File: src/sv/gic_pkg.sv
`timescale 1ns / 1ps

package gic_pkg;

  localparam int PixW         = 8;
  localparam int CoefW        = 12;
  localparam int CoefRowW     = 60;
  localparam int NumCoefRows  = 5;
  localparam int LineWidthW   = 11;
  localparam int FrameHeightW = 16;
  // unsigned pixel widened by one sign bit times a signed coefficient
  localparam int ProdW        = PixW + 1 + CoefW;
  localparam int ApbAddrW     = 6;
  localparam int ApbDataW     = 64;

  localparam logic [LineWidthW-1:0]   LineWidthReset   = 11'd1024;
  localparam logic [FrameHeightW-1:0] FrameHeightReset = 16'd1024;
  localparam logic [CoefRowW-1:0]     CoefRowZero      = 60'h0;
  // unity weight (1.0 in Q3.8) on the middle column of a 3 wide kernel
  localparam logic [CoefRowW-1:0]     CoefRowCentre    = 60'h100000;

  typedef logic [CoefRowW-1:0] coef_row_t;

  typedef enum logic {
    KIND_PIXEL = 1'b0,
    KIND_FLUSH = 1'b1
  } kind_e;

  typedef enum logic [2:0] {
    REG_LINE_WIDTH   = 3'd0,
    REG_FRAME_HEIGHT = 3'd1,
    REG_COEF_ROW_0   = 3'd2,
    REG_COEF_ROW_1   = 3'd3,
    REG_COEF_ROW_2   = 3'd4,
    REG_COEF_ROW_3   = 3'd5,
    REG_COEF_ROW_4   = 3'd6
  } reg_idx_e;

  // item held in the input register
  typedef struct packed {
    logic valid;
    logic emit;
    logic last;
    logic is_edge;
  } s0_ctl_t;

  // control travelling with a result through the arithmetic stages
  typedef struct packed {
    logic valid;
    logic last;
    logic is_edge;
  } stage_t;

endpackage

File: src/sv/gic_mac.sv
`timescale 1ns / 1ps

module gic_mac #(
  parameter  int KERNEL_SIZE = 3,
  localparam int LaneW       = (KERNEL_SIZE - 1) * gic_pkg::PixW
) (
  input  logic                                          clk_i,
  input  logic                                          rst_ni,
  input  gic_pkg::s0_ctl_t                              s0_ctl_i,
  input  logic [gic_pkg::PixW-1:0]                      s0_pix_i,
  input  logic [LaneW-1:0]                              lanes_i,
  input  gic_pkg::coef_row_t [gic_pkg::NumCoefRows-1:0] coef_rows_i,
  input  logic                                          m_ready_i,
  output logic                                          en_o,
  output logic                                          m_valid_o,
  output logic [gic_pkg::PixW-1:0]                      m_data_o,
  output logic                                          m_last_o
);
  import gic_pkg::*;

  localparam int K    = KERNEL_SIZE;
  localparam int KR   = K / 2;
  localparam int RowW = ProdW + $clog2(K);
  localparam int SumW = RowW + $clog2(K);
  localparam int QuoW = SumW - PixW;

  logic [PixW-1:0]         win_q   [K][K];
  logic [PixW-1:0]         col_new [K];
  logic signed [ProdW-1:0] prod_d  [K*K];
  logic signed [ProdW-1:0] prod_q  [K*K];
  logic signed [RowW-1:0]  row_d   [K];
  logic signed [RowW-1:0]  row_q   [K];
  logic signed [SumW-1:0]  sum_d;
  logic [QuoW-1:0]         quo;
  logic [PixW-1:0]         sat;
  logic [PixW-1:0]         ctr2_q, ctr3_q, out_pix_q;
  logic                    out_last_q, out_v_q;
  stage_t                  st1_q, st2_q, st3_q;
  logic                    en;

  assign en = !out_v_q || m_ready_i;

  // newest column: bottom row is the incoming pixel, the rest from the line store
  always_comb begin
    for (int i = 0; i < K - 1; i++) begin
      col_new[i] = lanes_i[(K - 2 - i) * PixW +: PixW];
    end
    col_new[K-1] = s0_pix_i;
  end

  always_comb begin
    for (int i = 0; i < K; i++) begin
      for (int j = 0; j < K; j++) begin
        prod_d[i*K+j] = $signed({1'b0, win_q[i][j]}) *
                        $signed(coef_rows_i[i][j*CoefW +: CoefW]);
      end
    end
  end

  always_comb begin
    for (int i = 0; i < K; i++) begin
      row_d[i] = '0;
      for (int j = 0; j < K; j++) begin
        row_d[i] = row_d[i] + RowW'(prod_q[i*K+j]);
      end
    end
  end

  // negative sums round towards minus infinity and clamp to zero anyway
  always_comb begin
    sum_d = '0;
    for (int i = 0; i < K; i++) begin
      sum_d = sum_d + SumW'(row_q[i]);
    end
    quo = sum_d[SumW-1:PixW];
    if (sum_d[SumW-1]) begin
      sat = '0;
    end else if (|quo[QuoW-1:PixW]) begin
      sat = '1;
    end else begin
      sat = quo[PixW-1:0];
    end
  end

  always_ff @(posedge clk_i or negedge rst_ni) begin
    if (!rst_ni) begin
      st1_q   <= '0;
      st2_q   <= '0;
      st3_q   <= '0;
      out_v_q <= 1'b0;
    end else if (en) begin
      st1_q.valid   <= s0_ctl_i.valid && s0_ctl_i.emit;
      st1_q.last    <= s0_ctl_i.last;
      st1_q.is_edge <= s0_ctl_i.is_edge;
      st2_q         <= st1_q;
      st3_q         <= st2_q;
      out_v_q       <= st3_q.valid;
    end
  end

  always_ff @(posedge clk_i) begin
    if (en && s0_ctl_i.valid) begin
      for (int i = 0; i < K; i++) begin
        for (int j = 0; j < K - 1; j++) begin
          win_q[i][j] <= win_q[i][j+1];
        end
        win_q[i][K-1] <= col_new[i];
      end
    end
    if (en) begin
      prod_q     <= prod_d;
      ctr2_q     <= win_q[KR][KR];
      row_q      <= row_d;
      ctr3_q     <= ctr2_q;
      out_pix_q  <= st3_q.is_edge ? ctr3_q : sat;
      out_last_q <= st3_q.last;
    end
  end

  assign en_o      = en;
  assign m_valid_o = out_v_q;
  assign m_data_o  = out_pix_q;
  assign m_last_o  = out_last_q;

endmodule

File: config.mk
export PLATFORM = sky130hd
export DESIGN_NAME = gic_mac
export DESIGN_NICKNAME = d
export VERILOG_FILES = /design/src/sv/gic_pkg.sv /design/src/sv/gic_mac.sv
export SDC_FILE = /design/constraint.sdc
export NUM_CORES = 2
export LEC_CHECK = 0
export BUFFER_PORTS_ARGS = -buffer_cell sky130_fd_sc_hd__buf_2
export CAP_MARGIN = 20
export CORE_MARGIN = 4
export CORE_UTILIZATION = 62
export CTS_CLUSTER_DIAMETER = 150
export DETAILED_ROUTE_END_ITERATION = 10
export HOLD_SLACK_MARGIN = 0.03
export PLACE_DENSITY = 0.9
export SYNTH_ARGS = -nofsm -noshare
export SYNTH_HDL_FRONTEND = slang
export SYNTH_SLANG_ARGS = --single-unit
File: constraint.sdc
create_clock -name clk_i -period 8.7 [get_ports clk_i]
set_input_delay 0.87 -clock clk_i [delete_from_list [all_inputs] [get_ports clk_i]]
set_output_delay 0.87 -clock clk_i [all_outputs]
set_load 0.01 [all_outputs]
==> impl_metrics.tcl <==
set metrics [dict create \
    hold_buffers 0 \
    syn-instance-count 4843 \
    wl_met2_um 56100 \
    ys.flop_type "edfxtp_1" \
    grt_pass1_wl_um 183000 \
    fin_crit_ns 5.76 \
    dr.pass1.iters 5 \
    rows 102 \
    synth_area_sq_mm 0.0487 \
    period_share_pct 66.2 \
    async_flop_share_pct 2.74 \
    ant_nets 0 \
    cp_max_fo 13 \
    crit_family "adder cells" \
    port_buffers 149 \
    crit_type "register to register" \
    post_cts_buffers 0 \
    core_region_area_sq_mm 0.0776 \
    gp_congestion 0.874 \
    clockRootBuffer "clkbuf_16" \
    num-fill-cells 5488 \
    wl_per_cell_um 18.1 \
    status "completed" \
    ys_warn_count 0 \
    grt_max_degree 122 \
    ctsResizeCount 0 \
    met3_length_um 7410 \
    first_global_vias 37300 \
    clock_tree.buffer_depth 3 \
    ys_seq_area_share_pct 22.4 \
    routed_wl_um 109000 \
    cp_data_arrival_time_ns 6.08 \
    seq_area_sq_mm 0.0109 \
    slew-limit-headroom_pct 30.1 \
    maxCapViolCount 0 \
    cpPeakStageDelay_ns 0.69 \
    worst-endpoint-required_ns 9.02 \
    track_usage_pct 27.5 \
    worst_pin_slew_ns 1.05 \
    rsz0062_at_grt "no" \
    finalSetupTns_ns 0 \
    die_w_um 288 \
    io_pins 342 \
    cts_tree "done" \
    num_vias 33800 \
    insertion_delay_ns 0.61 \
    synth.avg_cell_area_sq_um 10.0 \
    setup_viol_count_final 0 \
    start_util_pct 62.7 \
    finalClockSkew_ns 0.0255 \
    layout.nets 6541 \
    drt_iter0_drc 2378 \
    multiInputGateArea_sq_mm 0.0328 \
    crit_chain "nand2_1 > fa_1 > inv_1 > fa_1 > ha_1 > inv_1 > fa_1 > inv_1 > ha_1 > a21o_1 > a21oi_1 > o21ai_0 > o311ai_0 > nand3_1 > o41ai_1 > o2111ai_1 > a21oi_1 > xnor2_1" \
    layout-drive-gt1-share_pct 5.03 \
    worst-path-buf-inv 3 \
    top_layer_used "met5" \
    clock.fmax_ghz 0.174 \
    ys_ff_latch 365 \
    wl_met1_um 40900 \
    antenna_found_initial 6 \
    drc_errors 0 \
    crit_path_end_kind "register" \
    dieArea_sq_mm 0.0830 \
    clkTransAtPathRegs_ns 0.06 \
    dpl.hpwl_um 86400 \
    area_growth_pct 6.63 \
    vias_per_cell 5.60 \
    die_h_um 288 \
    overflow 0 \
    syn_nets 6428 \
    hp-class "input pin to asynchronous set/reset pin" \
    clock_sinks 365 \
    drv_slew 0 \
    finalHoldViolCount 0 \
    cts_max_level 2 \
    ys_types 66 \
    crit_path_start_kind "register" \
    cp_slowest_cell "edfxtp_1" \
    numCtsBuffers 44 \
    synth_edf_count 355 \
]
## cell families after synthesis
group | share of synthesized area, %
xor gates and xnor gates | 4.05
adders and majority gates | 44.4
buffers and inverters | 10.2
muxes | 0.206
AOI/OAI and AO/OA | 5.53
and+or+nand+nor | 13.2
DFF | 22.4
## synth_stat cells (3+ instances only)
| cell | n | area, sq um |
|---|---|---|
| o211ai_1 | 15 | 113 |
| inv_1 | 1233 | 4630 |
| nand4_1 | 5 | 31.3 |
| nand2b_1 | 26 | 163 |
| a31oi_1 | 22 | 138 |
| nor2b_1 | 19 | 119 |
| o221a_1 | 8 | 90.1 |
| o41a_1 | 4 | 45.0 |
| a211o_1 | 9 | 78.8 |
| nand2_1 | 466 | 1750 |
| o21a_1 | 27 | 203 |
| o311ai_0 | 4 | 35.0 |
| o211a_1 | 3 | 30.0 |
| dfrtp_1 | 10 | 250 |
| o31ai_1 | 8 | 60.1 |
| o21bai_1 | 14 | 105 |
| nand4b_1 | 5 | 43.8 |
| o41ai_1 | 5 | 43.8 |
| and3_1 | 33 | 206 |
| o22ai_1 | 5 | 31.3 |
| mux2_2 | 8 | 90.1 |
| edfxtp_1 | 355 | 10700 |
| or2_2 | 11 | 68.8 |
| fa_1 | 790 | 15800 |
| ha_1 | 464 | 5810 |
| nand3_1 | 47 | 235 |
| nor3_1 | 47 | 235 |
| a21o_1 | 45 | 338 |
| a211oi_1 | 12 | 90.1 |
| o31a_1 | 6 | 52.6 |
| nand3b_1 | 5 | 37.5 |
| nor2_1 | 111 | 417 |
| o2111ai_1 | 8 | 70.1 |
| xor2_1 | 54 | 473 |
| and2_1 | 472 | 2950 |
| a41oi_1 | 3 | 26.3 |
| clkbuf_1 | 85 | 319 |
| o21ai_0 | 51 | 255 |
| a21boi_0 | 11 | 82.6 |
| a21oi_1 | 120 | 601 |
| xnor2_1 | 171 | 1500 |
| or3_1 | 17 | 106 |
## registers in the layout, indices dropped and copies added (netlist names), 8 cells and up
signal / count
prod_q: 189
ctr3_q: 8
win_q: 72
ctr2_q: 8
m_data_o: 8
row_q: 69
## stage by stage
stage / utilization, % / hold WS [ns] / setup WS (ns) / instances / instance area [sq um]
detailed placement: 65.0 / 0.412 / 2.76 / 5950 / 50400
finish: 66.9 / 0.125 / 2.94 / 6032 / 51900
floorplan: - / 0.400 / 1.17 / 4843 / 48700
global route: 66.9 / 0.136 / 2.64 / 6032 / 51900
CTS: 66.9 / 0.107 / 2.99 / 6029 / 51900
global placement: 65.0 / 0.407 / 2.82 / 5950 / 50400
## per-layer routing
metal,vias up,global-route usage [%]
met1,16900,34.0
met3,345,3.76
li1,15100,-
met4,4,11.0
met5,-,0
met2,1367,48.9
## layout make-up
cell class              count  area share [%]
inverters                1234            8.94
repair buffers            153            1.50
multi-input cells        3158            63.2
clock buffers              51            2.21
well taps                1040            2.51
diodes                      3          0.0145
clock inverters            28           0.584
flip-flops and latches    365            21.0
## cell usage in the layout (no fill, tap or decap), types with 26 or more instances in the layout
cell          n
nor2_1      111
fa_1        790
a21oi_1     120
xor2_1       54
and3_1       33
o21ai_0      51
nor3_1       47
o21a_1       27
nand3_1      47
nand2_1     466
xnor2_1     171
ha_1        464
inv_1      1232
buf_2       149
nand2b_1     26
and2_1      472
edfxtp_1    355
clkbuf_16    45
a21o_1       45
## path summary, 6_finish.rpt
check	start	endpoint	slack, ns	depth (start not counted)
max	win_q[2][8]	prod_q[40]	2.94	18
min	rst_ni	st3_q[2]	0.13	1
max reg2reg	win_q[2][8]	prod_q[40]	2.94	18
min reg2reg	ctr2_q[0]	ctr3_q[0]	0.43	0
max in group asynchronous	rst_ni	st3_q[1]	8.39	1
min in group clk_i	ctr2_q[0]	ctr3_q[0]	0.43	0
Power is left out: the tool's default activity adds up to more than one toggle a clock period on the data nets, which glitch-free logic cannot reach.
