<file path="src/sv/gic_pkg.sv">
`timescale 1ns / 1ps

package gic_pkg;

  localparam int PixW         = 8;
  localparam int CoefW        = 12;
  localparam int CoefRowW     = 60;
  localparam int NumCoefRows  = 5;
  localparam int LineWidthW   = 11;
  localparam int FrameHeightW = 16;
  // unsigned pixel widened by one sign bit times a signed coefficient
  localparam int ProdW        = PixW + 1 + CoefW;
  localparam int ApbAddrW     = 6;
  localparam int ApbDataW     = 64;

  localparam logic [LineWidthW-1:0]   LineWidthReset   = 11'd1024;
  localparam logic [FrameHeightW-1:0] FrameHeightReset = 16'd1024;
  localparam logic [CoefRowW-1:0]     CoefRowZero      = 60'h0;
  // unity weight (1.0 in Q3.8) on the middle column of a 3 wide kernel
  localparam logic [CoefRowW-1:0]     CoefRowCentre    = 60'h100000;

  typedef logic [CoefRowW-1:0] coef_row_t;

  typedef enum logic {
    KIND_PIXEL = 1'b0,
    KIND_FLUSH = 1'b1
  } kind_e;

  typedef enum logic [2:0] {
    REG_LINE_WIDTH   = 3'd0,
    REG_FRAME_HEIGHT = 3'd1,
    REG_COEF_ROW_0   = 3'd2,
    REG_COEF_ROW_1   = 3'd3,
    REG_COEF_ROW_2   = 3'd4,
    REG_COEF_ROW_3   = 3'd5,
    REG_COEF_ROW_4   = 3'd6
  } reg_idx_e;

  // item held in the input register
  typedef struct packed {
    logic valid;
    logic emit;
    logic last;
    logic is_edge;
  } s0_ctl_t;

  // control travelling with a result through the arithmetic stages
  typedef struct packed {
    logic valid;
    logic last;
    logic is_edge;
  } stage_t;

endpackage

</file>
<file path="src/sv/gic_cfg.sv">
`timescale 1ns / 1ps

module gic_cfg (
  input  logic                                              clk_i,
  input  logic                                              rst_ni,
  input  logic                                              psel,
  input  logic                                              penable,
  input  logic                                              pwrite,
  input  logic [gic_pkg::ApbAddrW-1:0]                      paddr,
  input  logic [gic_pkg::ApbDataW-1:0]                      pwdata,
  output logic [gic_pkg::ApbDataW-1:0]                      prdata,
  output logic                                              pready,
  output logic [gic_pkg::LineWidthW-1:0]                    line_width_o,
  output logic [gic_pkg::FrameHeightW-1:0]                  frame_height_o,
  output gic_pkg::coef_row_t [gic_pkg::NumCoefRows-1:0]     coef_rows_o
);
  import gic_pkg::*;

  logic [LineWidthW-1:0]   line_width_q;
  logic [FrameHeightW-1:0] frame_height_q;
  coef_row_t [NumCoefRows-1:0] coef_q;
  reg_idx_e idx;
  logic     wr;

  assign idx    = reg_idx_e'(paddr[ApbAddrW-1:3]);
  assign wr     = psel && penable && pwrite;
  assign pready = 1'b1;

  always_ff @(posedge clk_i or negedge rst_ni) begin
    if (!rst_ni) begin
      line_width_q   <= LineWidthReset;
      frame_height_q <= FrameHeightReset;
      coef_q[0]      <= CoefRowZero;
      coef_q[1]      <= CoefRowCentre;
      coef_q[2]      <= CoefRowZero;
      coef_q[3]      <= CoefRowZero;
      coef_q[4]      <= CoefRowZero;
    end else if (wr) begin
      unique case (idx)
        REG_LINE_WIDTH:   line_width_q   <= pwdata[LineWidthW-1:0];
        REG_FRAME_HEIGHT: frame_height_q <= pwdata[FrameHeightW-1:0];
        REG_COEF_ROW_0:   coef_q[0]      <= pwdata[CoefRowW-1:0];
        REG_COEF_ROW_1:   coef_q[1]      <= pwdata[CoefRowW-1:0];
        REG_COEF_ROW_2:   coef_q[2]      <= pwdata[CoefRowW-1:0];
        REG_COEF_ROW_3:   coef_q[3]      <= pwdata[CoefRowW-1:0];
        REG_COEF_ROW_4:   coef_q[4]      <= pwdata[CoefRowW-1:0];
        default: ;
      endcase
    end
  end

  always_comb begin
    prdata = '0;
    unique case (idx)
      REG_LINE_WIDTH:   prdata = ApbDataW'(line_width_q);
      REG_FRAME_HEIGHT: prdata = ApbDataW'(frame_height_q);
      REG_COEF_ROW_0:   prdata = ApbDataW'(coef_q[0]);
      REG_COEF_ROW_1:   prdata = ApbDataW'(coef_q[1]);
      REG_COEF_ROW_2:   prdata = ApbDataW'(coef_q[2]);
      REG_COEF_ROW_3:   prdata = ApbDataW'(coef_q[3]);
      REG_COEF_ROW_4:   prdata = ApbDataW'(coef_q[4]);
      default:          prdata = '0;
    endcase
  end

  assign line_width_o   = line_width_q;
  assign frame_height_o = frame_height_q;
  assign coef_rows_o    = coef_q;

endmodule

</file>
<file path="config.mk">
export PLATFORM = sky130hd
export DESIGN_NAME = gic_cfg
export DESIGN_NICKNAME = d
export VERILOG_FILES = /design/src/sv/gic_pkg.sv /design/src/sv/gic_cfg.sv
export SDC_FILE = /design/constraint.sdc
export NUM_CORES = 1
export LEC_CHECK = 0
export ABC_AREA = 1
export BUFFER_PORTS_ARGS = -buffer_cell sky130_fd_sc_hd__buf_2
export CAP_MARGIN = 20
export CORE_AREA = 2 2 183 185
export DETAILED_ROUTE_END_ITERATION = 6
export DIE_AREA = 0 0 185 187
export HOLD_SLACK_MARGIN = 0.06
export PLACE_DENSITY = 0.84
export SLEW_MARGIN = 20
export SYNTH_ARGS = -nofsm -noshare
export SYNTH_HDL_FRONTEND = slang
export SYNTH_SLANG_ARGS = --single-unit
export TNS_END_PERCENT = 50
</file>
<file path="constraint.sdc">
create_clock -name clk_i -period 1.55 [get_ports clk_i]
set_input_delay 0.0775 -clock clk_i [delete_from_list [all_inputs] [get_ports clk_i]]
set_output_delay 0.0775 -clock clk_i [all_outputs]
set_load 0.02 [all_outputs]
</file>
==> results of run 1 <==
state kept, by name, indices dropped and copies added, names as in the netlist:
register	cells
coef_rows_o	300
frame_height_o	16
line_width_o	11
worst paths after layout:
kind                                   from               end  slack [ps]  cells after the start
max                        coef_rows_o[197]        prdata[17]         -70                      5
min                                paddr[5]   coef_rows_o[39]          80                      5
max reg2reg                coef_rows_o[147]  coef_rows_o[147]         700                      2
min reg2reg                 coef_rows_o[42]   coef_rows_o[42]         500                      2
max in group asynchronous            rst_ni  coef_rows_o[294]         240                      5
min in group asynchronous            rst_ni  coef_rows_o[259]         560                      3
layout by cell type, fill, tap and decap left out, drive strengths merged:
| master | netlist | layout |
|---|---|---|
| nand2 | 864 | 864 |
| buf | 90 | 582 |
| dfrtp | 324 | 324 |
| o21ai | 283 | 283 |
| nand4 | 195 | 195 |
| nand3 | 123 | 123 |
| nor2 | 92 | 92 |
| dlygate4sd3 | 0 | 66 |
| clkbuf | 99 | 50 |
| inv | 38 | 36 |
| clkinv | 0 | 9 |
| conb | 2 | 5 |
| bufinv | 0 | 4 |
| dfstp | 3 | 3 |
| diode | 0 | 2 |
| nor3 | 1 | 1 |
| a21oi | 1 | 1 |
| clkinvlp | 0 | 1 |
Yosys cell counts, drive strengths merged:
| library cell | count |
|---|---|
| dfstp | 3 |
| nor2 | 92 |
| dfrtp | 324 |
| o21ai | 283 |
| a21oi | 1 |
| nand3 | 123 |
| nand4 | 195 |
| nand2 | 864 |
| clkbuf | 99 |
| nor3 | 1 |
| buf | 90 |
| inv | 38 |
| conb | 2 |
stage by stage:
step | setup WS [ps] | utilization [%]
floorplan | 309 | -
global placement | 150 | 58.3
detailed placement | 110 | 58.3
CTS | -9.62 | 64.3
global route | -138 | 66.0
finish | -68.4 | 66.0
where the power goes:
| part | leakage [nW] | switching, mW | internal (mW) | total (mW) |
|---|---|---|---|---|
| Clock | 0.597 | 3.48 | 5.36 | 8.84 |
| Sequential | 4.23 | 1.45 | 10.1 | 11.6 |
| Combinational | 7.28 | 5.61 | 2.78 | 8.40 |
| Total | 12.1 | 10.5 | 18.3 | 28.8 |
worst max-delay path: stages (launching register included):
cell and delay [ps]:
dfrtp_1 420, nand4_1 120, nand2_1 100, nor2_2 110, nand2_2 120, buf_6 160
metal layers:
layer  track usage (%)  vias up  routed length, µm
met1              45.4     8677              22200
li1                  -     7997                  -
met3              8.04      421               8260
met5                 0        -                  0
met2              56.1     1696              29500
met4              21.7        0               4610
cells by family (layout without fill, tap and decap cells):
family	count (synthesis)	in the layout	synth area share, %
AND/OR/NAND/NOR	1275	1275	34.1
AO/OA/AOI/OAI	284	284	8.86
flip-flops	327	327	51.0
buffers and inverters	227	748	5.95
other	2	7	0.0468
timing repair:
action | CTS | global route
gates resized for setup | 9 | 78
pin swaps | 0 | 63
hold buffers | 66 | 0
endpoints found under the setup margin | 12 | 46
buffers inserted | 8 | 43
hold endpoints to repair | 654 | 0
cell type report:
cell class | instances | area [µm²] | area share, %
antenna | 2 | 5.00 | 0.0231
inverter | 38 | 145 | 0.670
timing repair buffer | 648 | 4480 | 20.7
multi-input combinational | 1564 | 7090 | 32.7
clock inverter | 12 | 163 | 0.750
tap | 448 | 561 | 2.59
clock buffer | 50 | 1040 | 4.82
sequential | 327 | 8190 | 37.8
==> impl_metrics.sql, run 1 <==
INSERT INTO impl_metrics (metric_group, metric, value, unit) VALUES
('finish', 'syn2layout_area_growth', '35.1', '%'),
('setup_path', 'critPathLaunchType', 'flop', ''),
('finish', 'fin_cells', '3089', ''),
('global_routing', 'antenna_found_initial', '3', ''),
('setup_path', 'timing.critical_path.arrival', '1540', 'ps'),
('yosys', 'ys_top_cells_by_area', 'dfrtp_1, nand2_1, o21ai_0', ''),
('min_path', 'hold_class', 'in -> reg', ''),
('timing', 'max_slew.worst_pin.slew', '634', 'ps'),
('routing', 'drt_first_iter_violations', '2317', ''),
('power', 'power_density', '1330', 'nW/µm²'),
('timing', 'timing.max_slew.rel_slack', '57.7', '%'),
('timing', 'clock-skew-final', '0', 'ps'),
('floorplan', 'die_height', '187', 'µm'),
('floorplan', 'floorplan.initialDensity', '48.8', '%'),
('power', 'peakVddDrop', '0.965', 'mV'),
('clock_tree', 'clock_tree.buffer_depth', '3', ''),
('routing', 'vias_per_cell', '6.08', ''),
('outcome', 'outcome', 'finished, violations left', ''),
('floorplan', 'die_width', '185', 'µm'),
('setup_path', 'worstSetupPathType', 'reg -> out', ''),
('routing', 'detailroute.via_count', '18791', ''),
('outcome', 'failing_checks', 'DRC, setup timing', ''),
('power', 'leakagePower', '12.1', 'nW'),
('clock_tree', 'cts_buffers', '35', ''),
('setup_path', 'cp_max_fo', '3', ''),
('setup_path', 'end_kind', 'output pin', ''),
('clock_tree', 'depth_of_the_cts_h_tree', '2', ''),
('place', 'placed_insts', '2908', ''),
('place', 'placedInstanceArea', '19200', 'µm²'),
('timing', 'timing_hold_violations_final', '0', ''),
('clock_tree', 'clock_tree_from_tritoncts', 'yes', ''),
('floorplan', 'num_rows', '67', ''),
('global_routing', 'grt_max_degree', '128', ''),
('timing', 'final.hold.worst_slack', '82.3', 'ps'),
('finish', 'finish.instance_area', '21700', 'µm²'),
('yosys', 'post_synth_inst_count', '2115', ''),
('place', 'place_congestion', '0.945', ''),
('routing', 'totalWireLength', '64700', 'µm'),
('yosys', 'synthesis.area', '16000', 'µm²'),
('finish', 'final_nets', '2689', ''),
('floorplan', 'placeableCoreArea', '32900', 'µm²'),
('global_routing', 'grt_remaining_overflow', '0', ''),
('global_routing', 'grt.total_usage', '35.9', '%'),
('yosys', 'yosys.area.top_type_share', '50.5', '%'),
('routing', 'drt-wirelength-per-cell', '20.9', 'µm'),
('yosys', 'netlist-cell-type-count', '20', ''),
('setup_path', 'critical_path_required', '1470', 'ps'),
('finish', 'post_route_cells_drive_above_1_share', '26.6', '%'),
('timing', 'finalSetupViolCount', '5', ''),
('timing', 'slew_viol_final', '0', ''),
('place', 'numPortBuffers', '454', ''),
('routing', 'route.detailed.drc', '23', ''),
('place', 'post-dp-hpwl', '39400', 'µm'),
('routing', 'drt_pre_antenna_iters', '7', ''),
('global_routing', 'grt_first_pass_wirelength', '97700', 'µm'),
('run', 'drv_cap', '0', ''),
('yosys', 'syn-mean-instance-area', '7.59', 'µm²'),
('timing', 'totalNegativeSetupSlack', '-186', 'ps'),
('routing', 'ant_nets', '0', ''),
('timing', 'tmin_final', '1620', 'ps'),
('clock_tree', 'clkSinkCount', '327', ''),
('yosys', 'synthDominantAreaCellType', 'dfrtp_1', ''),
('yosys', 'synth_sequential_area_ratio', '51.0', '%'),
('yosys', 'ys_ff_latch', '327', ''),
('clock_tree', 'clock_tree.root_cell', 'clkbuf_16', ''),
('global_routing', 'number_of_global_route_vias_before_repair', '17649', ''),
('timing', 'setup_repair_after_global_routing_missed_its_margin', 'yes', ''),
('clock_tree', 'clk-insertion-delay-late', '500', 'ps'),
('floorplan', 'design.portCount', '467', ''),
('power', 'design_power_total', '28.8', 'mW'),
('floorplan', 'design.die.area', '34600', 'µm²'),
('yosys', 'ys.warnings.count', '0', ''),
('timing', 'finalWorstSetupSlack', '-68.4', 'ps'),
('clock_tree', 'clk_transition_reported_paths', '70', 'ps'),
('timing', 'final.period_utilization', '104', '%'),
('finish', 'final.fill_count', '2582', ''),
('timing', 'max_freq', '0.618', 'GHz');
(Power assumes the default switching activity.)
==> run 2: changes to the inputs <==
--- a/config.mk
+++ b/config.mk
@@ -6,13 +6,13 @@
 export NUM_CORES = 1
 export LEC_CHECK = 0
 export ABC_AREA = 1
-export BUFFER_PORTS_ARGS = -buffer_cell sky130_fd_sc_hd__buf_2
 export CAP_MARGIN = 20
-export CORE_AREA = 2 2 183 185
+export CORE_AREA = 2 2 179 181
 export DETAILED_ROUTE_END_ITERATION = 6
-export DIE_AREA = 0 0 185 187
+export DIE_AREA = 0 0 181 183
+export DONT_BUFFER_PORTS = 1
 export HOLD_SLACK_MARGIN = 0.06
-export PLACE_DENSITY = 0.84
+export PLACE_DENSITY = 0.75
 export SLEW_MARGIN = 20
 export SYNTH_ARGS = -nofsm -noshare
 export SYNTH_HDL_FRONTEND = slang
==> run 2 against run 1 <==
Against the previous run: the run ends with hold timing, setup timing left; sequential power up 22%; global-route usage fell by 1.3 points; power down 9.0%; maximum frequency is 0.59% higher; clock-buffer cell count rose by 2; final cell count down 18%; combinational power fell by 61%; core utilization down 5.5 points; critical endpoint is now prdata[2]; largest power group unchanged.
==> impl_metrics.sql, run 2 (synthesis results as in run 1) <==
INSERT INTO impl_metrics (metric_group, metric, value, unit) VALUES
('outcome', 'outcome', 'finished, violations left', ''),
('setup_path', 'worstSetupPathType', 'in -> out', ''),
('clock_tree', 'holdBufCountCts', '83', ''),
('finish', 'post_route_cells_drive_above_1_share', '20.2', '%'),
('outcome', 'failing_checks', 'hold timing, setup timing', ''),
('routing', 'totalWireLength', '58900', 'µm'),
('global_routing', 'grt_first_pass_wirelength', '90400', 'µm'),
('power', 'intPower', '16.7', 'mW'),
('timing', 'slew_viol_final', '0', ''),
('floorplan', 'design.die.area', '33100', 'µm²'),
('timing', 'clock-skew-final', '0', 'ps'),
('timing', 'tmin_final', '1610', 'ps'),
('routing', 'detailroute.via_count', '16005', ''),
('timing', 'final.period_utilization', '104', '%'),
('setup_path', 'r2r_cells', '2', ''),
('finish', 'fin_cells', '2525', ''),
('power', 'design_power_total', '26.2', 'mW'),
('global_routing', 'antenna_found_initial', '2', ''),
('floorplan', 'num_rows', '65', ''),
('clock_tree', 'clock_tree.root_cell', 'clkbuf_16', ''),
('setup_path', 'cp_max_fo', '123', ''),
('finish', 'layout.cells.most_common', 'nand2_1', ''),
('clock_tree', 'clock_tree.buffer_depth', '3', ''),
('power', 'peakVddDrop', '0.998', 'mV'),
('place', 'place_congestion', '0.895', ''),
('setup_path', 'critPathLaunchType', 'input port', ''),
('setup_path', 'worstSetupStartpoint', 'paddr[3]', ''),
('run', 'drv_cap', '0', ''),
('global_routing', 'grt.total_usage', '34.6', '%'),
('clock_tree', 'clk_transition_reported_paths', '60', 'ps'),
('place', 'placed_insts', '2377', ''),
('setup_path', 'cp_slowest_stage_delay', '330', 'ps'),
('routing', 'drt-wirelength-per-cell', '23.3', 'µm'),
('setup_path', 'timing.critical_path.arrival', '1530', 'ps'),
('setup_path', 'r2r_slack', '690', 'ps'),
('power', 'clockPowerShare', '33.5', '%'),
('clock_tree', 'clkSinkCount', '327', ''),
('routing', 'route.detailed.drc', '0', ''),
('floorplan', 'placeableCoreArea', '31200', 'µm²'),
('floorplan', 'die_height', '183', 'µm'),
('finish', 'final_core_utilization', '60.5', '%'),
('floorplan', 'floorplan.initialDensity', '51.4', '%'),
('timing', 'setup_repair_after_global_routing_missed_its_margin', 'yes', ''),
('setup_path', 'critical_path_required', '1470', 'ps'),
('global_routing', 'grt_max_degree', '328', ''),
('timing', 'timing.max_slew.rel_slack', '50.4', '%'),
('power', 'gate_power_share', '12.4', '%'),
('clock_tree', 'depth_of_the_cts_h_tree', '2', ''),
('clock_tree', 'postCtsSetupBuffers', '0', ''),
('timing', 'max_slew.worst_pin.slew', '745', 'ps'),
('finish', 'final.fill_count', '2672', ''),
('setup_path', 'critical_path.reg2reg.endpoint', 'line_width_o[10]', ''),
('setup_path', 'regToRegStartpoint', 'line_width_o[10]', ''),
('finish', 'final_nets', '2171', ''),
('power', 'switchingPower', '9.52', 'mW'),
('routing', 'drt_pre_antenna_iters', '6', ''),
('setup_path', 'timing.critical_path.buf_inv', '2', ''),
('finish', 'layout_common_cells', 'nand2_1, o21ai_0, dfrtp_2, nand4_1, nand3_1', ''),
('power', 'seq_power_share', '54.0', '%'),
('routing', 'ant_nets', '0', ''),
('setup_path', 'worst_path_dominant_cell_family', 'simple AND/OR/NAND/NOR gates', ''),
('setup_path', 'endpoint', 'prdata[2]', ''),
('floorplan', 'design.portCount', '467', ''),
('timing', 'max_freq', '0.622', 'GHz'),
('timing', 'final.hold.worst_slack', '-726', 'ps'),
('setup_path', 'timing.critical_path.cells', 'clkinv_2 -> nor2_4 -> buf_4 -> nand2_1 -> nor2_1 -> nor2_1 -> nand2_1', ''),
('min_path', 'hold_class', 'in -> async', ''),
('finish', 'syn2layout_area_growth', '17.7', '%'),
('setup_path', 'cp.depth', '7', ''),
('power', 'power_switching_share', '36.3', '%'),
('place', 'numPortBuffers', '0', ''),
('routing', 'drt_first_iter_violations', '2072', ''),
('finish', 'finish.instance_area', '18900', 'µm²'),
('floorplan', 'die_width', '181', 'µm'),
('global_routing', 'grt_remaining_overflow', '0', ''),
('clock_tree', 'clk-insertion-delay-late', '510', 'ps'),
('clock_tree', 'cts_buffers', '36', ''),
('global_routing', 'number_of_global_route_vias_before_repair', '15274', ''),
('routing', 'vias_per_cell', '6.34', ''),
('timing', 'finalSetupViolCount', '13', ''),
('timing', 'totalNegativeSetupSlack', '-359', 'ps'),
('finish', 'max_reg_flops', '300', ''),
('place', 'post-dp-hpwl', '33400', 'µm'),
('place', 'placedInstanceArea', '16300', 'µm²'),
('timing', 'timing_hold_violations_final', '327', ''),
('power', 'leakagePower', '9.24', 'nW'),
('clock_tree', 'clock_tree_from_tritoncts', 'yes', ''),
('timing', 'finalWorstSetupSlack', '-59.0', 'ps'),
('setup_path', 'end_kind', 'output pin', ''),
('power', 'power_density', '1390', 'nW/µm²'),
('setup_path', 'slowest_stage_cell_on_the_critical_path', 'nand2_1', '');
[run 2: changes by cell type in the layout (fill, tap and decap cells not counted), moves of 21 or more]
cell,previous run,this run
dfrtp_1,321,114
buf_6,21,0
buf_12,35,12
dfrtp_2,3,210
buf_2,428,0
nand2_1,850,807
buf_4,97,34
nand2_2,13,54
[run 2: layout make-up]
| cell class | count | area, µm² | area share (%) |
|---|---|---|---|
| antenna | 3 | 7.51 | 0.0397 |
| clock buffer | 52 | 1070 | 5.68 |
| clock inverter | 10 | 129 | 0.682 |
| inverter | 38 | 145 | 0.768 |
| multi-input combinational | 1564 | 7240 | 38.3 |
| sequential | 327 | 8450 | 44.7 |
| tap | 402 | 503 | 2.66 |
| timing repair buffer | 129 | 1340 | 7.10 |
[run 2: how the worst min path moves through the flow]
stage	depth (start not counted)	slack, ps	startpoint	endpoint
final	0	-730	rst_ni	coef_rows_o[83]
after global placement	0	-210	rst_ni	coef_rows_o[142]
after detailed placement	0	-210	rst_ni	coef_rows_o[140]
after floorplan	0	-220	rst_ni	coef_rows_o[0]
after CTS	0	-750	rst_ni	coef_rows_o[143]
after global routing	0	-750	rst_ni	coef_rows_o[140]
[run 2: worst reg2reg max path, stage by stage, from the launching register on]
cell	delay, ps
dfstp_2	620
o21ai_0	110
nand2_1	70
[run 2: timing repair]
action / CTS / global route
pin swaps: 5 / 38
setup endpoints to repair: 46 / 93
hold endpoints to repair: 654 / 327
gates resized for setup: 130 / 188
[run 2: power groups by stage]
| stage | sequential [mW] | combinational (mW) | clock, mW |
|---|---|---|---|
| after floorplan | 13.3 | 2.31 | 0 |
| after global placement | 14.0 | 2.67 | 0 |
| after detailed placement | 14.0 | 2.80 | 0 |
| after CTS | 14.0 | 3.12 | 8.85 |
| after global routing | 14.3 | 3.68 | 9.19 |
| final | 14.2 | 3.26 | 8.79 |
[run 2: layer usage]
layer | GRT usage, % | vias to the layer above | share of wire [%]
li1 | - | 6974 | -
met1 | 43.5 | 7655 | 36
met2 | 54.9 | 1146 | 46
met3 | 10.1 | 230 | 12
met4 | 17.4 | 0 | 4.8
met5 | 0 | - | 0
[run 2: stage by stage]
| step | setup WS (ps) | hold slack (ps) |
|---|---|---|
| floorplan | 309 | -218 |
| global placement | 228 | -206 |
| detailed placement | 213 | -206 |
| CTS | -6.68 | -748 |
| global route | -52.7 | -745 |
| finish | -59.0 | -726 |
