$ cat src/sv/gic_pkg.sv
`timescale 1ns / 1ps

package gic_pkg;

  localparam int PixW         = 8;
  localparam int CoefW        = 12;
  localparam int CoefRowW     = 60;
  localparam int NumCoefRows  = 5;
  localparam int LineWidthW   = 11;
  localparam int FrameHeightW = 16;
  // unsigned pixel widened by one sign bit times a signed coefficient
  localparam int ProdW        = PixW + 1 + CoefW;
  localparam int ApbAddrW     = 6;
  localparam int ApbDataW     = 64;

  localparam logic [LineWidthW-1:0]   LineWidthReset   = 11'd1024;
  localparam logic [FrameHeightW-1:0] FrameHeightReset = 16'd1024;
  localparam logic [CoefRowW-1:0]     CoefRowZero      = 60'h0;
  // unity weight (1.0 in Q3.8) on the middle column of a 3 wide kernel
  localparam logic [CoefRowW-1:0]     CoefRowCentre    = 60'h100000;

  typedef logic [CoefRowW-1:0] coef_row_t;

  typedef enum logic {
    KIND_PIXEL = 1'b0,
    KIND_FLUSH = 1'b1
  } kind_e;

  typedef enum logic [2:0] {
    REG_LINE_WIDTH   = 3'd0,
    REG_FRAME_HEIGHT = 3'd1,
    REG_COEF_ROW_0   = 3'd2,
    REG_COEF_ROW_1   = 3'd3,
    REG_COEF_ROW_2   = 3'd4,
    REG_COEF_ROW_3   = 3'd5,
    REG_COEF_ROW_4   = 3'd6
  } reg_idx_e;

  // item held in the input register
  typedef struct packed {
    logic valid;
    logic emit;
    logic last;
    logic is_edge;
  } s0_ctl_t;

  // control travelling with a result through the arithmetic stages
  typedef struct packed {
    logic valid;
    logic last;
    logic is_edge;
  } stage_t;

endpackage

$ cat src/sv/gic_ctrl.sv
`timescale 1ns / 1ps

module gic_ctrl #(
  parameter  int KERNEL_SIZE = 3,
  parameter  int MAX_WIDTH   = 1024,
  localparam int ColW        = $clog2(MAX_WIDTH)
) (
  input  logic                                 clk_i,
  input  logic                                 rst_ni,
  input  logic                                 en_i,
  input  logic                                 s_valid_i,
  output logic                                 s_ready_o,
  input  gic_pkg::kind_e                       kind_i,
  input  logic [gic_pkg::PixW-1:0]             pix_i,
  input  logic [gic_pkg::LineWidthW-1:0]       line_width_i,
  input  logic [gic_pkg::FrameHeightW-1:0]     frame_height_i,
  output gic_pkg::s0_ctl_t                     s0_ctl_o,
  output logic [gic_pkg::PixW-1:0]             s0_pix_o,
  output logic [ColW-1:0]                      s0_col_o,
  output logic                                 rd_en_o,
  output logic [ColW-1:0]                      rd_addr_o
);
  import gic_pkg::*;

  localparam int KR   = KERNEL_SIZE / 2;
  localparam int GeoW = $clog2(MAX_WIDTH + 1);
  localparam int CmpW = (GeoW > LineWidthW) ? GeoW : LineWidthW;
  localparam int LagW = $clog2(KR * MAX_WIDTH + KR + 1);
  localparam int HW   = FrameHeightW;

  logic [ColW-1:0] in_col_q, in_col_d, out_col_q, out_col_d;
  logic [HW-1:0]   in_row_q, in_row_d, out_row_q, out_row_d;
  logic [GeoW-1:0] geo_w_q, geo_w_d;
  logic [HW-1:0]   geo_h_q, geo_h_d;
  logic [LagW-1:0] lag_q, lag_d, thr_q, thr_d;
  logic            rx_done_q, rx_done_d;

  s0_ctl_t         s0_ctl_q;
  logic [PixW-1:0] s0_pix_q;
  logic [ColW-1:0] s0_col_q;

  logic [CmpW-1:0] lw_ext;
  logic [GeoW-1:0] w_new, w_eff;
  logic [HW-1:0]   h_new, h_eff;
  logic [LagW-1:0] thr_new, thr_eff;
  logic            catch_up, ready, accept, start, real_push;
  logic            load, do_emit, col_last, in_row_last, frame_last, is_edge;

  always_comb begin
    lw_ext = CmpW'(line_width_i);
    if (lw_ext == '0) begin
      w_new = GeoW'(1);
    end else if (lw_ext > CmpW'(MAX_WIDTH)) begin
      w_new = GeoW'(MAX_WIDTH);
    end else begin
      w_new = GeoW'(lw_ext);
    end
    h_new   = (frame_height_i == '0) ? HW'(1) : frame_height_i;
    thr_new = LagW'(KR) * LagW'(w_new) + LagW'(KR);

    // frames shorter than the window delay need the line stores topped up
    catch_up  = rx_done_q && (lag_q != thr_q);
    ready     = en_i && !catch_up;
    accept    = s_valid_i && ready;
    start     = accept && (kind_i == KIND_PIXEL) && (in_row_q == '0) && (in_col_q == '0) &&
                (out_row_q == '0) && (out_col_q == '0);
    w_eff     = start ? w_new : geo_w_q;
    h_eff     = start ? h_new : geo_h_q;
    thr_eff   = start ? thr_new : thr_q;
    real_push = (kind_i == KIND_PIXEL) && !rx_done_q;

    load    = (accept && (real_push || rx_done_q)) || (catch_up && en_i);
    do_emit = accept && (rx_done_q || (real_push && (lag_q >= thr_eff)));

    col_last    = ((GeoW'(in_col_q) + GeoW'(1)) == w_eff);
    in_row_last = (({1'b0, in_row_q} + (HW + 1)'(1)) == {1'b0, h_eff});
    frame_last  = ((GeoW'(out_col_q) + GeoW'(1)) == w_eff) &&
                  (({1'b0, out_row_q} + (HW + 1)'(1)) == {1'b0, h_eff});
    is_edge     = (out_row_q < HW'(KR)) ||
                  (({1'b0, out_row_q} + (HW + 1)'(KR)) >= {1'b0, h_eff}) ||
                  (out_col_q < ColW'(KR)) ||
                  (((GeoW + 1)'(out_col_q) + (GeoW + 1)'(KR)) >= (GeoW + 1)'(w_eff));

    in_col_d  = in_col_q;
    in_row_d  = in_row_q;
    out_col_d = out_col_q;
    out_row_d = out_row_q;
    lag_d     = lag_q;
    rx_done_d = rx_done_q;
    geo_w_d   = geo_w_q;
    geo_h_d   = geo_h_q;
    thr_d     = thr_q;

    if (start) begin
      geo_w_d = w_new;
      geo_h_d = h_new;
      thr_d   = thr_new;
    end
    if (load) begin
      in_col_d = col_last ? '0 : in_col_q + ColW'(1);
      if (!do_emit) begin
        lag_d = lag_q + LagW'(1);
      end
    end
    if (accept && real_push && col_last) begin
      in_row_d = in_row_q + HW'(1);
      if (in_row_last) begin
        rx_done_d = 1'b1;
      end
    end
    if (do_emit) begin
      if ((GeoW'(out_col_q) + GeoW'(1)) == w_eff) begin
        out_col_d = '0;
        out_row_d = out_row_q + HW'(1);
      end else begin
        out_col_d = out_col_q + ColW'(1);
      end
      if (frame_last) begin
        in_col_d  = '0;
        in_row_d  = '0;
        out_col_d = '0;
        out_row_d = '0;
        lag_d     = '0;
        rx_done_d = 1'b0;
      end
    end
  end

  always_ff @(posedge clk_i or negedge rst_ni) begin
    if (!rst_ni) begin
      in_col_q  <= '0;
      in_row_q  <= '0;
      out_col_q <= '0;
      out_row_q <= '0;
      lag_q     <= '0;
      rx_done_q <= 1'b0;
      geo_w_q   <= GeoW'(1024);
      geo_h_q   <= HW'(1024);
      thr_q     <= LagW'(KR) * LagW'(1024) + LagW'(KR);
      s0_ctl_q  <= '0;
    end else begin
      in_col_q  <= in_col_d;
      in_row_q  <= in_row_d;
      out_col_q <= out_col_d;
      out_row_q <= out_row_d;
      lag_q     <= lag_d;
      rx_done_q <= rx_done_d;
      geo_w_q   <= geo_w_d;
      geo_h_q   <= geo_h_d;
      thr_q     <= thr_d;
      if (en_i) begin
        s0_ctl_q.valid <= load;
      end
      if (load) begin
        s0_ctl_q.emit    <= do_emit;
        s0_ctl_q.last    <= do_emit && frame_last;
        s0_ctl_q.is_edge <= is_edge;
      end
    end
  end

  always_ff @(posedge clk_i) begin
    if (load) begin
      s0_pix_q <= pix_i;
      s0_col_q <= in_col_q;
    end
  end

  assign s_ready_o = ready;
  assign s0_ctl_o  = s0_ctl_q;
  assign s0_pix_o  = s0_pix_q;
  assign s0_col_o  = s0_col_q;
  assign rd_en_o   = load;
  assign rd_addr_o = in_col_q;

endmodule

$ cat config.mk
export PLATFORM = sky130hd
export DESIGN_NAME = gic_ctrl
export DESIGN_NICKNAME = d
export VERILOG_FILES = /design/src/sv/gic_pkg.sv /design/src/sv/gic_ctrl.sv
export SDC_FILE = /design/constraint.sdc
export NUM_CORES = 1
export LEC_CHECK = 0
export BUFFER_PORTS_ARGS = -buffer_cell sky130_fd_sc_hd__buf_2
export CORE_ASPECT_RATIO = 0.7
export CORE_MARGIN = 5
export CORE_UTILIZATION = 59
export CTS_CLUSTER_DIAMETER = 200
export DETAILED_ROUTE_END_ITERATION = 12
export MAX_ROUTING_LAYER = met4
export PLACE_DENSITY = 0.87
export SYNTH_ARGS = -nofsm -noshare
export SYNTH_HDL_FRONTEND = slang
export SYNTH_SLANG_ARGS = --single-unit
$ cat constraint.sdc
create_clock -name clk_i -period 14.3 [get_ports clk_i]
set_input_delay 0.715 -clock clk_i [delete_from_list [all_inputs] [get_ports clk_i]]
set_output_delay 0.715 -clock clk_i [all_outputs]
set_load 0.02 [all_outputs]
==> metrics.txt, run 1 <==
drt wl/cell=about 19 µm; crit-path max FO=28; Die ar.=15,800 µm²; setup_tns=0 ns; Ant. Diodes=0; total CTS buffers=17; Final setup viols=0; R2R setup slack=8.24 ns; CTS Hold Bufs=0; Worst Max-Slew Pin Slew=just under 1 ns; met2 routed WL=a little over 9 mm; global-route total usage across every layer=0.282; Detail Route Antenna Nets=0; Resize count post-CTS=0; reg2reg end=out_row_q[2]$_DFFE_PN0P_; Synth area leader=dfrtp_1; endpoints failing hold=0; global-route wire length before repair=between 30 and 40 mm; syn avg cell area=9.24 µm²; IO buf count=73; final wirelength=21.1 mm; number of synthesis warnings=0; core area=approximately 13,000 µm²; 1st-pass router iterations=6; CTS H-tree depth=4; drt via density=roughly 6.3; Top Layer Used=met4; maximum clock path buffer count=2; largest net degree at the start of global routing=between 70 and 80; net switching power=between 400 and 500 µW; EDFF count, synth=18; Cell variety after synth=72; Req. time, crit path=approximately 15 ns; synthesized area=slightly below 8000 µm²; DR vias=about 6.9k; Sw Share=0.339; DIE WIDTH=148 µm; initial antenna violation count=0; WP data arrival=6.35 ns; filler instances=between 900 and 1k; Worst-path clk slew=approximately 0.060 ns; Tcrit/Tclk final=0.424; max-slew violation count=0; HP Class=input port to asynchronous set/reset pin; Peak VDD IR=between 0.1 and 0.15 mV; top_reg_cell synth=dfrtp_1; initial core utilization=0.601; RSZ-0062 raised after global routing=no; DRC Markers=0; FF-to-FF path depth=19; status=completed; Syn Inst Count=roughly 850; layout cells sized above 1=0.144; DR WL met3=between 2 and 2.5 mm; CTS tree=done; Layout Nets=about 1.0k; Worst setup SP type=flop; FF+latch count, synth=roughly 120; Overflow after GRT=0; register share of total power=0.363; Post-CTS Setup Inserts=0; Synth area leaders=dfrtp_1, ha_1, xnor2_1; skew final=slightly below 0.008 ns; Int Pwr=between 800 and 900 µW; io pins=between 70 and 80; Die Y=between 100 and 150 µm; clk sinks=between 100 and 150; Clock Tree Root=clkbuf_16; Net Count, Synth=940; crit path time final=approximately 6.1 ns; LEAKAGE=~4.3 nW; CP Class=flop to flop; WL met1=9.27 mm; hold slack final=about 0.26 ns; type of destination of the critical path=flop; post-DP HPWL=14.8 mm; Area growth syn-to-layout=14.1%; asr flop ratio synth=0.855; Slew HR=0.335; Max-Cap Viols=0; FMAX=0.165 GHz; Cell Rows=35; combinational share of power=0.261; clock network power share=0.376; Seq/Total Area, Yosys=0.407; Tot Pwr=approximately 1.3 mW; Iteration-0 DRC Markers=~700; PwrDens=around 140 nW/µm²; vias in the first global route=about 6.6k; top-area cell type share of the netlist area=0.325; routability-driven placement congestion ratio=roughly 0.95; reg2reg start=out_col_q[0]$_DFFE_PN0N_; Clock Latency Late Sink=0.42 ns
## state kept, by name, summed over array words and instances, names as in the netlist
name / cells
in_row_q: 16
rx_done_q: 1
lag_q: 11
s0_pix_o: 8
geo_w_q: 11
out_row_q: 16
thr_q: 11
s0_ctl_o: 4
geo_h_q: 16
rd_addr_o: 10
s0_col_o: 10
out_col_q: 10
## power groups by stage
stage,Combinational (mW),Clock (mW),Sequential (mW)
after floorplan,0.196,0,0.469
after global placement,0.306,0,0.459
after detailed placement,0.316,0,0.460
after CTS,0.324,0.474,0.455
after global routing,0.359,0.494,0.462
final,0.328,0.473,0.458
## worst max path at each step
stage	startpoint	to	slack, ns	cells past startpoint
final	out_col_q[0]$_DFFE_PN0N_	out_row_q[2]$_DFFE_PN0P_	8.24	19
after global routing	out_col_q[0]$_DFFE_PN0N_	out_row_q[6]$_DFFE_PN0P_	7.87	16
after floorplan	rd_addr_o[0]$_DFF_PN0_	lag_q[8]$_DFF_PN0_	9.42	21
after detailed placement	out_col_q[0]$_DFFE_PN0N_	out_row_q[2]$_DFFE_PN0P_	8.46	18
after global placement	kind_i	out_row_q[6]$_DFFE_PN0P_	8.71	17
after CTS	out_col_q[0]$_DFFE_PN0N_	out_row_q[2]$_DFFE_PN0P_	8.40	19
## critical path, stage by stage, from the launching register on
cell,delay [ns]
dfrtp_1,0.46
inv_1,0.12
ha_1,0.17
nor4bb_1,0.35
nand4_1,0.23
or4_1,0.78
nor2_4,0.43
a21oi_1,0.18
ha_1,0.33
nand2b_1,0.11
a21o_1,0.13
a21o_1,0.13
a21o_1,0.11
a21o_1,0.11
a211oi_1,0.08
buf_4,0.17
nor2_1,0.74
nand2_1,0.77
o21ai_0,0.38
o21ai_0,0.12
## cells in the mapped netlist, types with 4 or more instances
library cell	count
a211oi_1	4
a21boi_0	4
a21o_1	9
a21oi_1	24
and3_1	16
clkbuf_1	21
dfrtp_1	102
dfstp_2	4
edfxtp_1	18
ha_1	49
inv_1	61
mux2_2	4
mux2i_1	27
nand2_1	104
nand2b_1	5
nand3_1	53
nand4_1	18
nor2_1	43
nor2b_1	9
nor3_1	25
nor4_1	15
o211ai_1	5
o21a_1	8
o21ai_0	53
o31ai_1	6
or3_1	6
or4_1	6
xnor2_1	64
xor2_1	27
## cell usage in the layout (no fill, tap or decap), types with 4 or more instances in the layout
cell and n:
a211oi_1 4, a21boi_0 4, a21o_1 9, a21oi_1 24, and3_1 16, buf_2 72, buf_4 4, bufinv_16 5
clkbuf_16 17, dfrtp_1 102, dfstp_2 4, edfxtp_1 18, ha_1 49, inv_1 61, mux2_2 4, mux2i_1 27
nand2_1 104, nand2b_1 5, nand3_1 53, nand4_1 18, nor2_1 43, nor2b_1 9, nor3_1 25, nor4_1 14
o211ai_1 5, o21a_1 8, o21ai_0 53, o31ai_1 6, or3_1 6, or4_1 6, xnor2_1 64, xor2_1 27
## stage by stage
| stage | instance area [µm²] | worst slack (ns) | std cells | util |
|---|---|---|---|---|
| after global placement | 8340 | 8.71 | 1065 | 0.637 |
| after detailed placement | 8340 | 8.46 | 1065 | 0.637 |
| final | 8970 | 8.24 | 1097 | 0.685 |
| after global routing | 8970 | 7.87 | 1097 | 0.685 |
| after CTS | 8970 | 8.40 | 1097 | 0.685 |
| after floorplan | 7860 | 9.42 | 851 | - |
## cell type report
cell class	instances	area, µm²	share of cell area
well taps	166	208	0.0231
repair buffers	76	390	0.0435
flip-flops and latches	124	3200	0.356
multi-input cells	637	4310	0.480
clock buffers	20	437	0.0487
clock inverters	12	196	0.0219
inverters	62	233	0.0259
## cell families (layout without fill, tap and decap cells)
logic type	count (synthesis)	after routing	share of synthesized area
adder cells (fa/ha/maj)	49	49	0.0780
AND/OR/NAND/NOR	329	329	0.219
multiplexers	31	31	0.0401
AO/OA/AOI/OAI	137	137	0.109
buffers and inverters	90	170	0.0458
XOR/XNOR	91	91	0.101
flip-flops	124	124	0.407
## layer usage
metal | global-route usage | vias to the layer above
met5 | - | -
met2 | 0.410 | 391
li1 | - | 3134
met4 | 0.0883 | 0
met3 | 0.0642 | 46
met1 | 0.397 | 3294
No activity file was read; power rests on OpenSTA's default activity.
==> run 2, diff against run 1 <==
--- a/config.mk
+++ b/config.mk
@@ -8,11 +8,11 @@
 export BUFFER_PORTS_ARGS = -buffer_cell sky130_fd_sc_hd__buf_2
 export CORE_ASPECT_RATIO = 0.7
 export CORE_MARGIN = 5
-export CORE_UTILIZATION = 59
+export CORE_UTILIZATION = 55
 export CTS_CLUSTER_DIAMETER = 200
 export DETAILED_ROUTE_END_ITERATION = 12
 export MAX_ROUTING_LAYER = met4
-export PLACE_DENSITY = 0.87
+export PLACE_DENSITY = 0.86
 export SYNTH_ARGS = -nofsm -noshare
 export SYNTH_HDL_FRONTEND = slang
 export SYNTH_SLANG_ARGS = --single-unit
==> constraint.sdc (replaced) <==
create_clock -name clk_i -period 5.5 [get_ports clk_i]
set_input_delay 0.275 -clock clk_i [delete_from_list [all_inputs] [get_ports clk_i]]
set_output_delay 0.275 -clock clk_i [all_outputs]
set_load 0.02 [all_outputs]
==> metrics.txt, run 2 (same netlist as run 1, synthesis figures left out) <==
PwrDens=343 nW/µm² (+140%); DR vias=6,956 (+1.3%); CTS tree=done; setup_tns=0 ns (unchanged); drt wl/cell=18.6 µm (-3.0%); failing checks=negative hold slack; final wirelength=21.2 mm (+0.75%); Clock Tree Root=clkbuf_16; RSZ-0062 raised after global routing=no; IO buf count=73 (unchanged); Final setup viols=0 (unchanged); clk sinks=124 (unchanged); vias in the first global route=6,604 (-0.32%); Worst setup SP type=flop; Post-Layout Inst Area=9090 µm² (+1.3%); Clock Latency Late Sink=0.43 ns (about the same); endpoints failing hold=6 (+6); Cell Rows=36 (+2.9%); Layout Nets=1,025 (+1.8%); Tcrit/Tclk final=0.938 (+0.515); Slew HR=0.374 (+0.0392); total CTS buffers=17 (unchanged); 1st-pass router iterations=6 (unchanged); global-route total usage across every layer=0.266 (-0.0162); utilization after layout=0.651 (-0.0345); Die Y=110 µm (+3.2%); initial core utilization=0.563 (-0.0374); CTS Hold Bufs=0 (unchanged); DRC Markers=0 (unchanged); largest net degree at the start of global routing=73 (+2.8%); maximum clock path buffer count=2 (unchanged); CTS H-tree depth=4 (unchanged); global-route wire length before repair=34.6 mm (+0.88%); Req. time, crit path=5.81 ns (-8.78 ns); Peak VDD IR=0.210 mV (+99%); Worst Max-Slew Pin Slew=0.938 ns (-0.0527 ns); crit-path max FO=10 (-64%); LEAKAGE=4.39 nW (+1.2%); most frequent cells in the layout=nand2_1, dfrtp_1, buf_2, xnor2_1, inv_1; Die ar.=16,800 µm² (+6.7%); hold slack final=-0.0338 ns (-0.291 ns); FMAX=0.194 GHz (+17%); HP Class=input port to asynchronous set/reset pin; crit path time final=5.16 ns (-0.900 ns); Post-DP Area=8470 µm² (+1.5%); commonest non-fill, non-tap cell in the layout=nand2_1; Iteration-0 DRC Markers=668 (-4.8%); io pins=74 (unchanged); Max-Cap Viols=0 (unchanged); type of destination of the critical path=flop; Overflow after GRT=0 (unchanged); CP Class=flop to flop; WP data arrival=5.47 ns (-0.88 ns); skew final=0.00856 ns (+0.000879 ns); Largest regs=geo_h_q (16), in_row_q (16), out_row_q (16); routability-driven placement congestion ratio=0.955 (+0.95%); Area growth syn-to-layout=15.6%; layout cells sized above 1=0.163 (+0.0194); Worst-path clk slew=0.06 ns (about the same); initial antenna violation count=0 (unchanged); drt via density=6.11 (-2.4%); Ant. Diodes=0 (unchanged); post-DP HPWL=15.5 mm (+4.6%); core area=14,000 µm² (+6.6%); DIE WIDTH=153 µm (+3.3%); Detail Route Antenna Nets=0 (unchanged); max-slew violation count=0 (unchanged); status=finished with violations
## run 2: changes by cell type in the layout (fill, tap and decap cells not counted), moves of 3 or more
| cell | delta |
|---|---|
| bufinv_16 | -4 |
| clkbuf_1 | -3 |
| buf_4 | +18 |
| clkinvlp_4 | +3 |
## run 2: final cells by class
cell class	count	area (µm²)
timing repair buffer	94	526
tap	190	238
clock buffer	18	450
fill	1093	4880
multi-input combinational	637	4320
inverter	62	233
clock inverter	14	120
sequential	124	3200
## run 2: what timing repair did
| item | 4_1_cts | 5_1_grt |
|---|---|---|
| setup buffers | 0 | 5 |
| resized for setup | 0 | 2 |
| setup endpoints to repair | 0 | 9 |
## run 2: report_power, final
group          total (mW)  switching [mW]  internal, mW
Clock                1.08           0.435         0.645
Combinational       0.859           0.516         0.342
Sequential           1.18           0.150          1.03
## run 2: worst max-delay path, cell delays in order, from the launching register on
cell and delay (ns):
dfrtp_1 0.44, inv_1 0.12, ha_1 0.15, nor4bb_1 0.28, nand4_1 0.20, or4_1 0.76, nor2_4 0.31, nor2_1 0.08
a21oi_1 0.19, ha_1 0.26, nand2b_1 0.14, a21o_1 0.17, a21o_1 0.16, a21o_1 0.17, a21o_1 0.17, a211oi_1 0.24
buf_4 0.22, o21ai_0 0.21, nor2_1 0.40, nor2_1 0.09, mux2_2 0.28
## run 2: per-layer routing
| layer | wire length [µm] | global-route usage | up-vias |
|---|---|---|---|
| met5 | 0 | - | - |
| met3 | 2190 | 0.0698 | 55 |
| li1 | - | - | 3177 |
| met2 | 9040 | 0.378 | 371 |
| met1 | 9570 | 0.375 | 3353 |
| met4 | 427 | 0.0833 | 0 |
## run 2: final timing paths
check | from | endpoint | slack [ns] | depth (start not counted)
worst max-delay path | out_col_q[0]$_DFFE_PN0N_ | lag_q[3]$_DFF_PN0_ | 0.34 | 20
worst min-delay path | rst_ni | thr_q[9]$_DFF_PN0_ | -0.03 | 1
worst max register to register | out_col_q[0]$_DFFE_PN0N_ | lag_q[3]$_DFF_PN0_ | 0.34 | 20
worst min register to register | s0_ctl_o[1]$_DFFE_PN0N_ | s0_ctl_o[1]$_DFFE_PN0N_ | 0.47 | 2
max in group asynchronous | rst_ni | in_row_q[2]$_DFF_PN0_ | 4.46 | 2
min in group clk_i | pix_i[4] | s0_pix_o[4]$_DFFE_PN_ | 0.02 | 1
## run 2: per-stage QoR
stage | instances | setup WS (ns) | total power, mW
2_1_floorplan | 851 | 0.621 | 1.73
3_3_place_gp | 1102 | 0.525 | 1.99
3_5_place_dp | 1102 | 0.256 | 2.02
4_1_cts | 1134 | 0.268 | 3.11
5_1_grt | 1139 | 0.106 | 3.27
6_report | 1139 | 0.339 | 3.12
==> run 3, diff against run 2 <==
==> constraint.sdc (replaced) <==
create_clock -name clk_i -period 4.6 [get_ports clk_i]
set_input_delay 0.23 -clock clk_i [delete_from_list [all_inputs] [get_ports clk_i]]
set_output_delay 0.23 -clock clk_i [all_outputs]
set_load 0.02 [all_outputs]
==> metrics.txt, run 3 (same netlist as run 1, synthesis figures left out) <==
status=finished with violations; failing checks=negative hold slack; non-filler cells, final=1,176 (+3.2%); Slowest Stage Delay on Critical Path=0.63 ns (-0.13 ns); most frequent cells in the layout=nand2_1, dfrtp_1, buf_2, xnor2_1, inv_1; CTS H-tree depth=4 (unchanged); global-route wire length before repair=36.3 mm (+5.0%); Post-Layout Inst Area=9540 µm² (+5.0%); type of destination of the critical path=flop; CP Class=flop to flop; pre-CTS setup slack=0.0399 ns (-0.216 ns); vias in the first global route=6,975 (+5.6%); clk sinks=124 (unchanged); Overflow after GRT=0 (unchanged); Final setup viols=0 (unchanged); Max-Cap Viols=0 (unchanged); R2R setup slack=0.15 ns (-0.19 ns); core area=14,000 µm² (unchanged); FMAX=0.225 GHz (+16%); layout cells sized above 1=0.200 (+0.0365); Cell Rows=36 (unchanged); total CTS buffers=17 (unchanged); Setup WS post-layout=0.151 ns (-0.188 ns); max-slew violation count=0 (unchanged); Area growth syn-to-layout=21.3%; global-route total usage across every layer=0.281 (+0.0150); Register Area=3200 µm² (unchanged); CP Cell Sequence=nor4_4 -> nand4_1 -> or4_4 -> or4b_4 -> nand2_1 -> inv_1 -> ha_1 -> nand3_1 -> or3_1 -> buf_4 -> or4_1 -> buf_4 -> nand3_1 -> o21ai_0; Detail Route Antenna Nets=0 (unchanged); Iteration-0 DRC Markers=703 (+5.2%); Die Y=110 µm (unchanged); reg2reg end=lag_q[0]$_DFF_PN0_; Clock Tree Root=clkbuf_16; Inst Count DP=1,132 (+2.7%); commonest non-fill, non-tap cell in the layout=nand2_1; Tcrit/Tclk final=0.967 (+0.0288); skew final=0.00772 ns (-0.000845 ns); Die ar.=16,800 µm² (unchanged); Worst-path clk slew=0.06 ns (about the same); Slew HR=0.316 (-0.0581); Worst setup SP type=flop; DIE WIDTH=153 µm (unchanged); initial core utilization=0.563 (unchanged); Ant. Diodes=0 (unchanged); drt via density=6.14 (+0.49%); 1st-pass router iterations=9 (+3); initial antenna violation count=0 (unchanged); crit-path max FO=14 (+4); HP Class=input port to asynchronous set/reset pin; Worst Max-Slew Pin Slew=1.03 ns (+0.0872 ns); Largest regs=geo_h_q (16), in_row_q (16), out_row_q (16); maximum clock path buffer count=2 (unchanged); routability-driven placement congestion ratio=0.910 (-4.7%); WP data arrival=4.72 ns (-0.75 ns); reg2reg start=in_row_q[11]$_DFF_PN0_; crit path time final=4.45 ns (-0.712 ns); Req. time, crit path=4.87 ns (-0.94 ns); Layout Nets=1,062 (+3.6%); LEAKAGE=4.59 nW (+4.6%); FF-to-FF path depth=14 (-30%); largest net degree at the start of global routing=77 (+5.5%); DR vias=7,217 (+3.8%); drt wl/cell=19.3 µm (+3.5%); endpoints failing hold=5 (-1); Post-DP Area=8710 µm² (+2.9%); footprint of the multi-input gates=4420 µm² (+2.2%); CTS tree=done; PwrDens=419 nW/µm² (+22%); hold slack final=-0.0161 ns (+0.0178 ns); post-DP HPWL=16.1 mm (+3.6%); io pins=74 (unchanged); final wirelength=22.7 mm (+6.9%); Clock Latency Late Sink=0.42 ns (about the same); IO buf count=73 (unchanged); filler instances=1,044 (-4.5%); master of the slowest instance on the critical path=or4_4; utilization after layout=0.683 (+0.0323); DRC Markers=0 (unchanged); Peak VDD IR=0.270 mV (+29%)
## run 3: cell count changes in the layout (fill, tap and decap cells not counted), sizes merged, moves of 4 or more
cell | before | now
buf | 94 | 123
clkbuf | 18 | 27
clkinvlp | 6 | 1
clkinv | 7 | 3
dlygate4sd3 | 0 | 8
## run 3: per-stage QoR
stage          power (mW)  TNS (ns)
6_report             4.00         0
5_1_grt              4.15    -0.147
4_1_cts              3.95         0
3_5_place_dp         2.53         0
3_3_place_gp         2.48         0
2_1_floorplan        2.07         0
## run 3: area by class of cell
type,instances,share of cell area
Clock buffer,27,0.0569
Clock inverter,5,0.00813
Inverter,62,0.0244
Multi-Input combinational cell,637,0.463
Sequential cell,124,0.335
Tap cell,190,0.0249
Timing Repair Buffer,131,0.0871
## run 3: repair_timing
item,in CTS,in global routing
cloned,0,0
setup buffers,0,4
pin swaps,0,6
endpoints found under the setup margin,7,64
hold endpoints to repair,8,0
gates resized for setup,1,19
hold buffers,8,0
## run 3: routing by layer
| layer | GRT usage | up-vias | share of wire | wire, µm |
|---|---|---|---|---|
| met2 | 0.423 | 431 | 0.44 | 10100 |
| met4 | 0.0954 | 0 | 0.023 | 527 |
| met1 | 0.380 | 3476 | 0.43 | 9840 |
| met3 | 0.0640 | 68 | 0.099 | 2250 |
| met5 | - | - | 0 | 0 |
| li1 | - | 3242 | - | - |
## run 3: how the worst max path moves through the flow
stage / startpoint / end / slack [ns] / depth (start not counted)
3_3_place_gp: in_row_q[11]$_DFF_PN0_ / lag_q[0]$_DFF_PN0_ / 0.14 / 14
5_1_grt: in_row_q[0]$_DFF_PN0_ / in_row_q[10]$_DFF_PN0_ / -0.03 / 20
4_1_cts: out_col_q[1]$_DFFE_PN0N_ / lag_q[0]$_DFF_PN0_ / 0.06 / 16
6_report: in_row_q[11]$_DFF_PN0_ / lag_q[0]$_DFF_PN0_ / 0.15 / 14
2_1_floorplan: rd_addr_o[0]$_DFF_PN0_ / in_row_q[8]$_DFF_PN0_ / 0.04 / 21
3_5_place_dp: out_col_q[1]$_DFFE_PN0N_ / lag_q[0]$_DFF_PN0_ / 0.04 / 16
## run 3: worst max-delay path: cells and delay by family, from the launching register on
family / cells / cell delay (ns)
DFF: 1 / 0.46
AOI/OAI and AO/OA: 1 / 0.11
buffers and inverters: 3 / 0.48
and+or+nand+nor: 9 / 2.94
adders and majority gates: 1 / 0.28
## run 3: power breakdown
group	total [mW]	internal [mW]	switching (mW)
Combinational	1.25	0.483	0.762
Clock	1.40	0.912	0.491
Sequential	1.35	1.24	0.112
